<file path="config.mk">
export PLATFORM = sky130hd
export DESIGN_NAME = xorshift32_random_draw
export DESIGN_NICKNAME = d
export VERILOG_FILES = /design/src/sv/rxs_pkg.sv /design/src/sv/rxs_front.sv /design/src/sv/rxs_queue.sv /design/src/sv/rxs_back.sv /design/src/sv/xorshift32_random_draw.sv
export SDC_FILE = /design/constraint.sdc
export NUM_CORES = 1
export LEC_CHECK = 0
export BUFFER_PORTS_ARGS = -buffer_cell sky130_fd_sc_hd__buf_2
export CORE_UTILIZATION = 55
export DETAILED_ROUTE_END_ITERATION = 7
export PLACE_DENSITY = 0.71
export SLEW_MARGIN = 20
export SYNTH_ARGS = -nofsm -noshare
export SYNTH_HDL_FRONTEND = slang
export SYNTH_HIERARCHICAL = 1
export SYNTH_SLANG_ARGS = --single-unit
export TNS_END_PERCENT = 20
</file>
<file path="constraint.sdc">
create_clock -name clk -period 18.54 [get_ports clk]
set_input_delay 2.781 -clock clk [delete_from_list [all_inputs] [get_ports clk]]
set_output_delay 2.781 -clock clk [all_outputs]
set_load 0.01 [all_outputs]
</file>
<file path="src/sv/rxs_pkg.sv">
package rxs_pkg;

  localparam int unsigned WORD_W     = 32;
  localparam int unsigned FRAC_W     = 24;
  localparam int unsigned FRAC_SHIFT = 8;
  localparam int unsigned SH_A       = 13;
  localparam int unsigned SH_B       = 17;
  localparam int unsigned SH_C       = 5;

  // request kinds on the func field
  localparam logic FUNC_DRAW  = 1'b0;
  localparam logic FUNC_RANGE = 1'b1;

  // direct: result known at the front; mod: back runs the remainder
  typedef enum logic {
    KIND_DIRECT,
    KIND_MOD
  } kind_t;

  typedef struct packed {
    kind_t             kind;
    logic [WORD_W-1:0] word;
    logic [WORD_W-1:0] base;  // final int for direct, low bound for mod
    logic [WORD_W-1:0] span;
  } job_t;

  function automatic logic [WORD_W-1:0] xs_advance(input logic [WORD_W-1:0] x);
    logic [WORD_W-1:0] a;
    logic [WORD_W-1:0] b;
    logic [WORD_W-1:0] c;
    a = x ^ (x << SH_A);
    b = a ^ (a >> SH_B);
    c = b ^ (b << SH_C);
    return c;
  endfunction

endpackage

</file>
<file path="src/sv/rxs_front.sv">
module rxs_front (
  input  logic                       clk,
  input  logic                       rst_n,
  input  logic                       cfg_wr_en,
  input  logic [rxs_pkg::WORD_W-1:0] cfg_wr_data,
  input  logic                       accept,
  input  logic                       func,
  input  logic [rxs_pkg::WORD_W-1:0] low_bound,
  input  logic [rxs_pkg::WORD_W-1:0] high_bound,
  output rxs_pkg::job_t              job
);
  import rxs_pkg::*;

  logic [WORD_W-1:0] gen_state_r;
  logic [WORD_W-1:0] gen_state_nxt;
  logic [WORD_W-1:0] adv;
  logic [WORD_W-1:0] span;
  logic              empty_range;
  logic              do_adv;

  assign adv         = xs_advance(gen_state_r);
  assign empty_range = $signed(low_bound) >= $signed(high_bound);
  assign span        = high_bound - low_bound + WORD_W'(1);
  assign do_adv      = (func == FUNC_DRAW) || !empty_range;

  always_comb begin
    job.word = do_adv ? adv : gen_state_r;
    job.span = span;
    job.kind = KIND_DIRECT;
    job.base = '0;
    if (func == FUNC_RANGE) begin
      if (empty_range) begin
        job.base = low_bound;
      end else if (span == '0) begin
        // full 32-bit span: modulo is the identity
        job.base = low_bound + adv;
      end else begin
        job.kind = KIND_MOD;
        job.base = low_bound;
      end
    end
  end

  always_comb begin
    gen_state_nxt = gen_state_r;
    if (cfg_wr_en) begin
      gen_state_nxt = (cfg_wr_data == '0) ? WORD_W'(1) : cfg_wr_data;
    end else if (accept && do_adv) begin
      gen_state_nxt = adv;
    end
  end

  always_ff @(posedge clk) begin
    if (!rst_n) begin
      gen_state_r <= WORD_W'(1);
    end else begin
      gen_state_r <= gen_state_nxt;
    end
  end

endmodule

</file>
<file path="src/sv/rxs_queue.sv">
module rxs_queue #(
  parameter int DEPTH = 2
) (
  input  logic          clk,
  input  logic          rst_n,
  input  logic          push,
  input  rxs_pkg::job_t push_data,
  output logic          full,
  input  logic          pop,
  output rxs_pkg::job_t pop_data,
  output logic          empty
);
  import rxs_pkg::*;

  localparam int PW = (DEPTH > 1) ? $clog2(DEPTH) : 1;
  localparam int CW = $clog2(DEPTH + 1);

  job_t            mem_r [DEPTH];
  logic [PW-1:0]   wr_ptr_r;
  logic [PW-1:0]   rd_ptr_r;
  logic [CW-1:0]   count_r;
  logic            do_push;
  logic            do_pop;

  assign full     = count_r == CW'(DEPTH);
  assign empty    = count_r == '0;
  assign do_push  = push && !full;
  assign do_pop   = pop && !empty;
  assign pop_data = mem_r[rd_ptr_r];

  always_ff @(posedge clk) begin
    if (do_push) begin
      mem_r[wr_ptr_r] <= push_data;
    end
  end

  always_ff @(posedge clk) begin
    if (!rst_n) begin
      wr_ptr_r <= '0;
      rd_ptr_r <= '0;
      count_r  <= '0;
    end else begin
      if (do_push) begin
        wr_ptr_r <= (wr_ptr_r == PW'(DEPTH - 1)) ? '0 : wr_ptr_r + PW'(1);
      end
      if (do_pop) begin
        rd_ptr_r <= (rd_ptr_r == PW'(DEPTH - 1)) ? '0 : rd_ptr_r + PW'(1);
      end
      if (do_push && !do_pop) begin
        count_r <= count_r + CW'(1);
      end else if (do_pop && !do_push) begin
        count_r <= count_r - CW'(1);
      end
    end
  end

endmodule

</file>
<file path="src/sv/rxs_back.sv">
module rxs_back (
  input  logic                       clk,
  input  logic                       rst_n,
  input  rxs_pkg::job_t              job,
  input  logic                       job_empty,
  output logic                       job_pop,
  output logic                       out_empty,
  input  logic                       out_pop,
  output logic [rxs_pkg::WORD_W-1:0] out_raw_word,
  output logic [rxs_pkg::FRAC_W-1:0] out_fraction,
  output logic [rxs_pkg::WORD_W-1:0] out_int_value
);
  import rxs_pkg::*;

  typedef enum logic [1:0] {
    S_IDLE,
    S_DIV,
    S_DONE
  } state_t;

  localparam int CNT_W = $clog2(WORD_W);

  state_t            state_r;
  logic              out_valid_r;
  logic [WORD_W-1:0] raw_r;
  logic [WORD_W-1:0] int_r;
  logic [WORD_W-1:0] word_r;
  logic [WORD_W-1:0] base_r;
  logic [WORD_W-1:0] span_r;
  logic [WORD_W-1:0] dvd_r;
  logic [WORD_W-1:0] rem_r;
  logic [CNT_W-1:0]  cnt_r;
  logic              slot_free;
  logic              out_load;
  logic [WORD_W:0]   trial;
  logic [WORD_W:0]   diff;
  logic [WORD_W-1:0] rem_step;

  assign slot_free = !out_valid_r || out_pop;
  assign job_pop   = (state_r == S_IDLE) && !job_empty &&
                     ((job.kind == KIND_MOD) || slot_free);

  // result register takes a new beat this cycle
  assign out_load  = (job_pop && (job.kind == KIND_DIRECT)) ||
                     ((state_r == S_DONE) && slot_free);

  // one restoring step of the remainder
  assign trial    = {rem_r, dvd_r[WORD_W-1]};
  assign diff     = trial - {1'b0, span_r};
  assign rem_step = diff[WORD_W] ? trial[WORD_W-1:0] : diff[WORD_W-1:0];

  assign out_empty     = !out_valid_r;
  assign out_raw_word  = raw_r;
  assign out_fraction  = raw_r[FRAC_SHIFT +: FRAC_W];
  assign out_int_value = int_r;

  always_ff @(posedge clk) begin
    if (!rst_n) begin
      state_r     <= S_IDLE;
      out_valid_r <= 1'b0;
    end else begin
      if (out_load) begin
        out_valid_r <= 1'b1;
      end else if (out_pop) begin
        out_valid_r <= 1'b0;
      end
      case (state_r)
        S_IDLE: begin
          if (job_pop) begin
            if (job.kind == KIND_DIRECT) begin
              raw_r <= job.word;
              int_r <= job.base;
            end else begin
              word_r  <= job.word;
              base_r  <= job.base;
              span_r  <= job.span;
              dvd_r   <= job.word;
              rem_r   <= '0;
              cnt_r   <= CNT_W'(WORD_W - 1);
              state_r <= S_DIV;
            end
          end
        end
        S_DIV: begin
          rem_r <= rem_step;
          dvd_r <= {dvd_r[WORD_W-2:0], 1'b0};
          cnt_r <= cnt_r - CNT_W'(1);
          if (cnt_r == '0) begin
            state_r <= S_DONE;
          end
        end
        S_DONE: begin
          if (slot_free) begin
            raw_r   <= word_r;
            int_r   <= base_r + rem_r;
            state_r <= S_IDLE;
          end
        end
        default: begin
          state_r <= S_IDLE;
        end
      endcase
    end
  end

endmodule

</file>
<file path="src/sv/xorshift32_random_draw.sv">
// xorshift32 random source (shifts 13, 17, 5) behind queue-style ports. writing
// cfg_wr_data with cfg_wr_en loads the generator state at once (a zero seed
// loads 1). each beat pushed on the input gives exactly one result beat: func 0
// advances the state and returns the new word and its top 24 bits as a Q0.24
// fraction; func 1 returns low + word mod (high-low+1), with low returned and
// the state left alone when low >= high, and the full 32-bit span taken as the
// identity. draws, empty ranges and full spans are written straight into the
// back end's result register; a range request that needs the modulo runs the
// bit-serial restoring remainder unit (one bit per cycle over 32 bits) first.
// the front end advances the state and classifies each request without waiting
// for the remainder, so up to QUEUE_DEPTH requests wait in the job queue
module xorshift32_random_draw #(
  parameter int QUEUE_DEPTH = 2
) (
  input  logic               clk,
  input  logic               rst_n,
  // configuration: seed write
  input  logic               cfg_wr_en,
  input  logic        [31:0] cfg_wr_data,
  // request beats
  input  logic               in_push,
  output logic               in_full,
  input  logic               in_func,
  input  logic signed [31:0] in_low_bound,
  input  logic signed [31:0] in_high_bound,
  // result beats
  output logic               out_empty,
  input  logic               out_pop,
  output logic        [31:0] out_raw_word,
  output logic        [23:0] out_fraction,
  output logic signed [31:0] out_int_value
);
  import rxs_pkg::*;

  job_t job_in;
  job_t job_out;
  logic q_full;
  logic q_empty;
  logic q_pop;
  logic accept;

  // a beat is taken only while the job queue has room
  assign accept  = in_push && !q_full;
  assign in_full = q_full;

  // front: generator state and request classification
  rxs_front u_front (
    .clk         (clk),
    .rst_n       (rst_n),
    .cfg_wr_en   (cfg_wr_en),
    .cfg_wr_data (cfg_wr_data),
    .accept      (accept),
    .func        (in_func),
    .low_bound   (in_low_bound),
    .high_bound  (in_high_bound),
    .job         (job_in)
  );

  // short job queue between front and back
  rxs_queue #(
    .DEPTH (QUEUE_DEPTH)
  ) u_queue (
    .clk       (clk),
    .rst_n     (rst_n),
    .push      (accept),
    .push_data (job_in),
    .full      (q_full),
    .pop       (q_pop),
    .pop_data  (job_out),
    .empty     (q_empty)
  );

  // back: remainder unit and result register
  rxs_back u_back (
    .clk           (clk),
    .rst_n         (rst_n),
    .job           (job_out),
    .job_empty     (q_empty),
    .job_pop       (q_pop),
    .out_empty     (out_empty),
    .out_pop       (out_pop),
    .out_raw_word  (out_raw_word),
    .out_fraction  (out_fraction),
    .out_int_value (out_int_value)
  );

endmodule
</file>
==> out/metrics.cfg, run 1 <==
[grt]
antenna_found_initial=1
grt_usage_pct=28.0
grt_max_degree=86
grt_pass1_vias=19868
grt_pass1_wl_um=113000
overflow=0

[synthesis]
synth-edff-count=423
ys_types=88
synth_top_area_share_pct=44.9
synth_area_um2=28300
yosys-top-cells-area=edfxtp_1, ha_1, nand2_1
synth_area_per_cell_um2=10.4
syn-num-nets=3000
ys_seq_area_share_pct=47.7
ys.flop_type=edfxtp_1
yosysTopAreaCell=edfxtp_1
yosys_warnings=6
ys_async_sr_fraction_pct=0
synth_seq_cells=463
syn_inst=2713

[worst_setup_path]
reg2reg_from=u_front/gen_state_r[8]$_SDFFE_PN0P_
worst_setup_path_end_kind=register
regToRegSetupSlack_ns=12.87
crit_arrival_ns=7.11
timing.rr.end=u_queue/mem_r[0][63]$_DFFE_PP_
cp-start-kind=primary input
critPathRequiredTime_ns=18.84
path_class=in2reg
r2r_cells=15
crit_path_start=in_low_bound[1]
cp-endpoint=u_queue/mem_r[1][36]$_DFFE_PP_
crit_fanout=31

[finish]
drive_gt1_share_pct=14.9
mostFrequentLayoutCells=edfxtp_1, nand2_1, buf_2
final_common_cell=edfxtp_1
area_growth_pct=10.3
utilization_pct=61.8
regMostFlops=u_queue/mem_r
fin_nets=3114
largest_reg_flops=194

[detailed_routing]
drt_iter0_drc=2023
via_per_inst=5.93
dr.pass1.iters=6
routed_wl_um=74500
drcViolationCount=0
wire_per_inst_um=21.1
ant_nets=0
via_count=20964

[pwr]
clockPowerShare_pct=23.1
power.density_nw_per_um2=142
worst_ir_drop_vdd_v=0.000101
seqPwrFrac_pct=35.6
power.leakage_uw=0.0128
p_switching_uw=1650
power_frac_comb_pct=41.3
cellInternalPower_uw=2790
p_sw_share_pct=37.2

[clock_network]
clock_latency_ns=0.61
cts_tree=yes
htree_levels=2
post_cts_buffers=0
root_buffer=clkbuf_16
cts_inserted_buffers=48
postCtsHoldBufs=0
cts.repair.resized=0
path_clk_slew_ns=0.06
clk_path_buf_depth=3
cts_sinks=463

[sta]
period_share_pct=36.8
tns_ns=0
setup_ws_ns=11.72
worst_slew_pin_slew_ns=1.01
rsz0062_at_grt=no
final.min_clock_period_ns=6.82
finalSetupViolations=0
max_clock_freq_ghz=0.147
slew_viol_final=0
fin_skew_ns=0.0322
hold_ws_ns=0.508
relSlewSlack_pct=32.6
finalHoldViolCount=0

[floorplan]
rows=82
die_h_um=229
die_x_um=229
die_area_um2=52400
coreArea_um2=50500
io_pins=192
initial_core_util_pct=56.1

[status]
status=complete, no violations

[placement]
hpwl_um=56000
io_buffers=191
gp_congestion=0.966
dp_slack_ns=11.06

[job]
drv_cap=0

[hold_path]
min_path_type=reg2reg

-- logic make-up after synthesis --
logic type	share of synthesized area [%]
buffers and inverters	4.71
AO/OA/AOI/OAI	13.0
multiplexers	6.30
XOR/XNOR	6.34
adder cells (fa/ha/maj)	8.36
AND/OR/NAND/NOR	13.5
flip-flops	47.7
-- power by group through the flow --
stage	registers, uW	logic (uW)	clock network (uW)
3_5_place_dp	1600	1800	0
6_report	1580	1830	1030
4_1_cts	1580	1810	1040
2_1_floorplan	1590	1330	0
5_1_grt	1600	1990	1080
3_3_place_gp	1590	1770	0
-- worst max-delay path, cell delays in order --
cell and delay, ns:
buf_2 0.14, ha_1 0.32, inv_1 0.05, ha_1 0.22
fa_1 0.47, xnor2_1 0.15, xnor2_1 0.16, or4_1 0.39
or3_1 0.32, nor4_1 0.26, nor4b_1 0.26, nor4bb_1 0.34
nand4_1 0.28, or3_1 0.42, buf_4 0.29, mux2i_1 0.21
-- worst min-delay path by stage --
stage / endpoint / start / cells after the start / slack [ns]
global placement: u_back/dvd_r[26]$_DFFE_PP_ / u_back/dvd_r[25]$_DFFE_PP_ / 2 / 0.49
CTS: u_back/dvd_r[22]$_DFFE_PP_ / u_back/dvd_r[21]$_DFFE_PP_ / 2 / 0.51
global route: u_back/out_raw_word[2]$_DFFE_PP_ / u_back/word_r[2]$_DFFE_PP_ / 2 / 0.52
finish: u_back/dvd_r[22]$_DFFE_PP_ / u_back/dvd_r[21]$_DFFE_PP_ / 2 / 0.51
floorplan: u_queue/count_r[1]$_SDFFE_PN0P_ / u_queue/count_r[1]$_SDFFE_PN0P_ / 2 / 0.48
detailed placement: u_back/dvd_r[22]$_DFFE_PP_ / u_back/dvd_r[21]$_DFFE_PP_ / 2 / 0.49
-- Yosys cell counts, drive strengths merged, types with 16 or more instances --
| library cell | number |
|---|---|
| nor2b | 18 |
| nor4 | 16 |
| nand2 | 408 |
| mux2i | 55 |
| nand3 | 42 |
| xor2 | 72 |
| or2 | 16 |
| or3 | 36 |
| nand4 | 26 |
| buf | 53 |
| nand2b | 17 |
| clkbuf | 92 |
| ha | 181 |
| nor2 | 166 |
| dfxtp | 40 |
| edfxtp | 423 |
| and2 | 19 |
| a21o | 60 |
| inv | 145 |
| xnor2 | 130 |
| mux2 | 99 |
| o21ai | 165 |
| o211ai | 17 |
| a31oi | 57 |
| o21a | 27 |
| a21oi | 121 |
| nor3 | 31 |
-- through the flow --
| stage | cells | area (um2) | power, uW |
|---|---|---|---|
| after CTS | 3537 | 31200 | 4430 |
| after global placement | 3449 | 29500 | 3370 |
| after global routing | 3537 | 31200 | 4670 |
| after detailed placement | 3449 | 29500 | 3400 |
| final | 3538 | 31200 | 4440 |
| after floorplan | 2713 | 28300 | 2920 |
-- per-layer routing --
metal	GRT usage (%)	up-vias	wire, um	share of wire [%]
met5	0	-	0	0
li1	-	9988	-	-
met3	4.10	120	5160	6.9
met2	42.4	821	32500	44
met4	10.5	0	2660	3.6
met1	40.7	10035	34200	46
-- area by class of cell --
cell class	count	area, um2
multi-input cells	1959	13500
clock buffers	60	1280
repair buffers	209	1090
fillers	4151	19300
inverters	146	548
clock inverters	28	414
diodes	1	2.50
flip-flops and latches	463	13500
well taps	672	841
Note: power is estimated with default switching activity, not from simulation.
==> inputs of run 2 (changes only) <==
- ABC_AREA: not set -> 1
- PLACE_DENSITY: 0.71 -> 0.7
- clock period: 18.54 -> 6.6 ns (I/O delays scaled with it)
==> run 2 against run 1 <==
  * Sequential cell count is the same
  * Critical path depth shrank 2
  * Critical path type is now reg2reg
  * Highest routed layer unchanged
  * Die area grew 7.7%
  * Total power grew to 3.5 times the previous value
  * Combinational power grew to 4.4 times the previous value
  * Via count grew 20%
==> out/metrics.cfg, run 2 <==
[status]
status=complete, no violations

[synthesis]
synth_area_um2=30500  ; +7.8%
synth_area_per_cell_um2=8.16  ; -22%
ys_async_sr_fraction_pct=0  ; unchanged
synth_seq_cells=463  ; unchanged
syn_inst=3738  ; +38%
synth-edff-count=423  ; unchanged
ys_types=52  ; -41%
yosys-top-cells-area=edfxtp_1, nand2_1, ha_1
ys_seq_area_share_pct=44.3  ; -3.4 points
yosys_warnings=6  ; unchanged
ys.flop_type=edfxtp_1
yosys-top-cells-count=nand2_1, inv_1, edfxtp_1, nor2_1, ha_1
synth_top_area_share_pct=41.6  ; -3.2 points
yosysMostFrequentCell=nand2_1
syn-num-nets=4025  ; +34%
yosysTopAreaCell=edfxtp_1

[finish]
utilization_pct=61.8  ; about the same
fin_nets=4173  ; +34%
fillers=4878  ; +18%
regMostFlops=u_queue/mem_r
antennaDiodeCount=0  ; -1
mostFrequentLayoutCells=nand2_1, inv_1, edfxtp_1
largest_reg_flops=194  ; unchanged
final_common_cell=nand2_1
area_growth_pct=10.0
drive_gt1_share_pct=12.9  ; -2.0 points

[grt]
grt_max_degree=102  ; +19%
antenna_found_initial=0  ; -1
grt_usage_pct=29.6  ; +1.6 points
grt_pass1_vias=22729  ; +14%
grt_util_met3_pct=4.31  ; +0.20 points
gr-usage-met2_pct=44.4  ; +2.0 points
overflow=0  ; unchanged
met1_usage_pct=44.2  ; +3.5 points
grt_pass1_wl_um=128000  ; +13%
grt-busiest-layer=met2

[sta]
final.min_clock_period_ns=4.41
rsz0062_at_grt=no
finalSetupViolations=0  ; unchanged
tns_ns=0  ; unchanged
fin_skew_ns=0.0216  ; -0.0106 ns
worst_slew_pin_slew_ns=1.01  ; +0.00181 ns
relSlewSlack_pct=32.5  ; -0.12 points
finalHoldViolCount=0  ; unchanged
slew_viol_final=0  ; unchanged
period_share_pct=66.8
max_clock_freq_ghz=0.227

[clock_network]
clk_path_buf_depth=3  ; unchanged
clock_latency_ns=0.60  ; about the same
htree_levels=2  ; unchanged
path_clk_slew_ns=0.06  ; about the same
cts_sinks=463  ; unchanged
cts_tree=yes
post_cts_buffers=0  ; unchanged
root_buffer=clkbuf_16
postCtsHoldBufs=0  ; unchanged
cts.repair.resized=0  ; unchanged
cts_inserted_buffers=49  ; +2.1%

[detailed_routing]
drcViolationCount=0  ; unchanged
wire_per_inst_um=18.0  ; -15%
via_per_inst=5.41  ; -8.7%
routed_wl_um=83900  ; +13%
via_count=25228  ; +20%
dr.pass1.iters=6  ; unchanged
ant_nets=0  ; unchanged
drt_iter0_drc=2987  ; +48%

[floorplan]
die_h_um=238  ; +3.8%
die_area_um2=56400  ; +7.7%
coreArea_um2=54300  ; +7.7%
io_pins=192  ; unchanged
die_x_um=238  ; +3.8%
initial_core_util_pct=56.1  ; +0.066 points
rows=85  ; +3.7%

[placement]
hpwl_um=64700  ; +16%
gp_congestion=0.993  ; +2.8%
io_buffers=191  ; unchanged

[hold_path]
min_path_type=reg2reg

[pwr]
worst_ir_drop_vdd_v=0.000448  ; +340%
power.leakage_uw=0.0157  ; +22%
power.density_nw_per_um2=464  ; +230%

[worst_setup_path]
cp-start-kind=register
crit_path_frequent_cell=nand2_1
crit_fanout=6  ; -81%
cp_slowest_cell=o21ai_0
slowest_delay_ns=0.68  ; +0.21 ns
critPathRequiredTime_ns=6.94  ; -11.90 ns
path_cells=xnor2_1 > xor2_1 > xnor2_1 > ha_1 > nand4_1 > o21ai_0 > nand2_1 > nand2_1 > nand2_1 > nand2_1 > xor2_1 > nand4_1 > nand2_1 > nor2_1
crit_arrival_ns=4.75  ; -2.36 ns
path_class=reg2reg
worst_setup_path_end_kind=register

[job]
drv_cap=0  ; unchanged

run 2: cell count changes in the layout (fill, tap and decap cells not counted), sizes merged, moves of 36 or more:
cell   delta
a31oi    -47
xnor2    -70
nand3   +140
mux2i    -55
inv     +390
a21oi    +38
o21ai    -36
nand2   +787
a21o     -55
or3      -36
nor2    +222
run 2: worst paths after layout:
kind                                                     startpoint                              to  slack (ns)  cells after the start
worst min register to register        u_queue/rd_ptr_r$_SDFFE_PN0P_   u_queue/rd_ptr_r$_SDFFE_PN0P_        0.51                      2
worst min-delay path                  u_queue/rd_ptr_r$_SDFFE_PN0P_   u_queue/rd_ptr_r$_SDFFE_PN0P_        0.51                      2
worst max-delay path            u_front/gen_state_r[5]$_SDFFE_PN0P_  u_queue/mem_r[1][54]$_DFFE_PP_        2.19                     14
worst max register to register  u_front/gen_state_r[5]$_SDFFE_PN0P_  u_queue/mem_r[1][54]$_DFFE_PP_        2.19                     14
run 2: logic make-up (layout without fill, tap and decap cells):
kind of cell	Yosys count	after routing	synth area share, %
buf+inv	652	840	8.82
flops	463	463	44.3
xor+xnor	123	123	3.53
fa+ha+maj	185	185	7.69
compound gates	336	336	6.00
mux	97	97	3.95
simple gates	1882	1882	25.8
run 2: worst max-delay path, delay by kind of cell, from the launching register on:
kind                     cells  cell delay [ns]
flip-flops                   1             0.33
XOR/XNOR                     4             1.77
AND/OR/NAND/NOR              8             0.86
adder cells (fa/ha/maj)      1             0.51
AO/OA/AOI/OAI                1             0.68
run 2: metrics by stage:
step                      power [uW]  setup slack, ns  instance area [um2]  cells  hold WS (ns)
final                          15600             2.19                33600   4665         0.511
after global routing           16500             2.06                33600   4665         0.522
after CTS                      15400             2.35                33600   4665         0.510
after detailed placement       12600             1.81                31900   4574         0.495
after global placement         12600             1.85                31900   4574         0.482
after floorplan                10300            0.614                30500   3738         0.467
run 2: layout make-up:
class / count / area (um2) / area share [%]
tap: 739 / 925 / 2.75
clock buffer: 61 / 1310 / 3.91
timing repair buffer: 211 / 1110 / 3.30
clock inverter: 30 / 325 / 0.969
multi-input combinational: 2623 / 14400 / 42.8
inverter: 538 / 2020 / 6.02
sequential: 463 / 13500 / 40.2
run 2: report_power, final:
part	switching (uW)	internal, uW	leakage, uW
clock network	1180	1620	0.000789
registers	340	4410	0.00425
logic	5410	2620	0.0106
total	6930	8650	0.0157
run 2: routing by layer:
metal	up-vias	share of wire [%]
met5	-	0
met2	1033	43
met4	0	3.0
li1	12395	-
met1	11665	46
met3	135	8.2
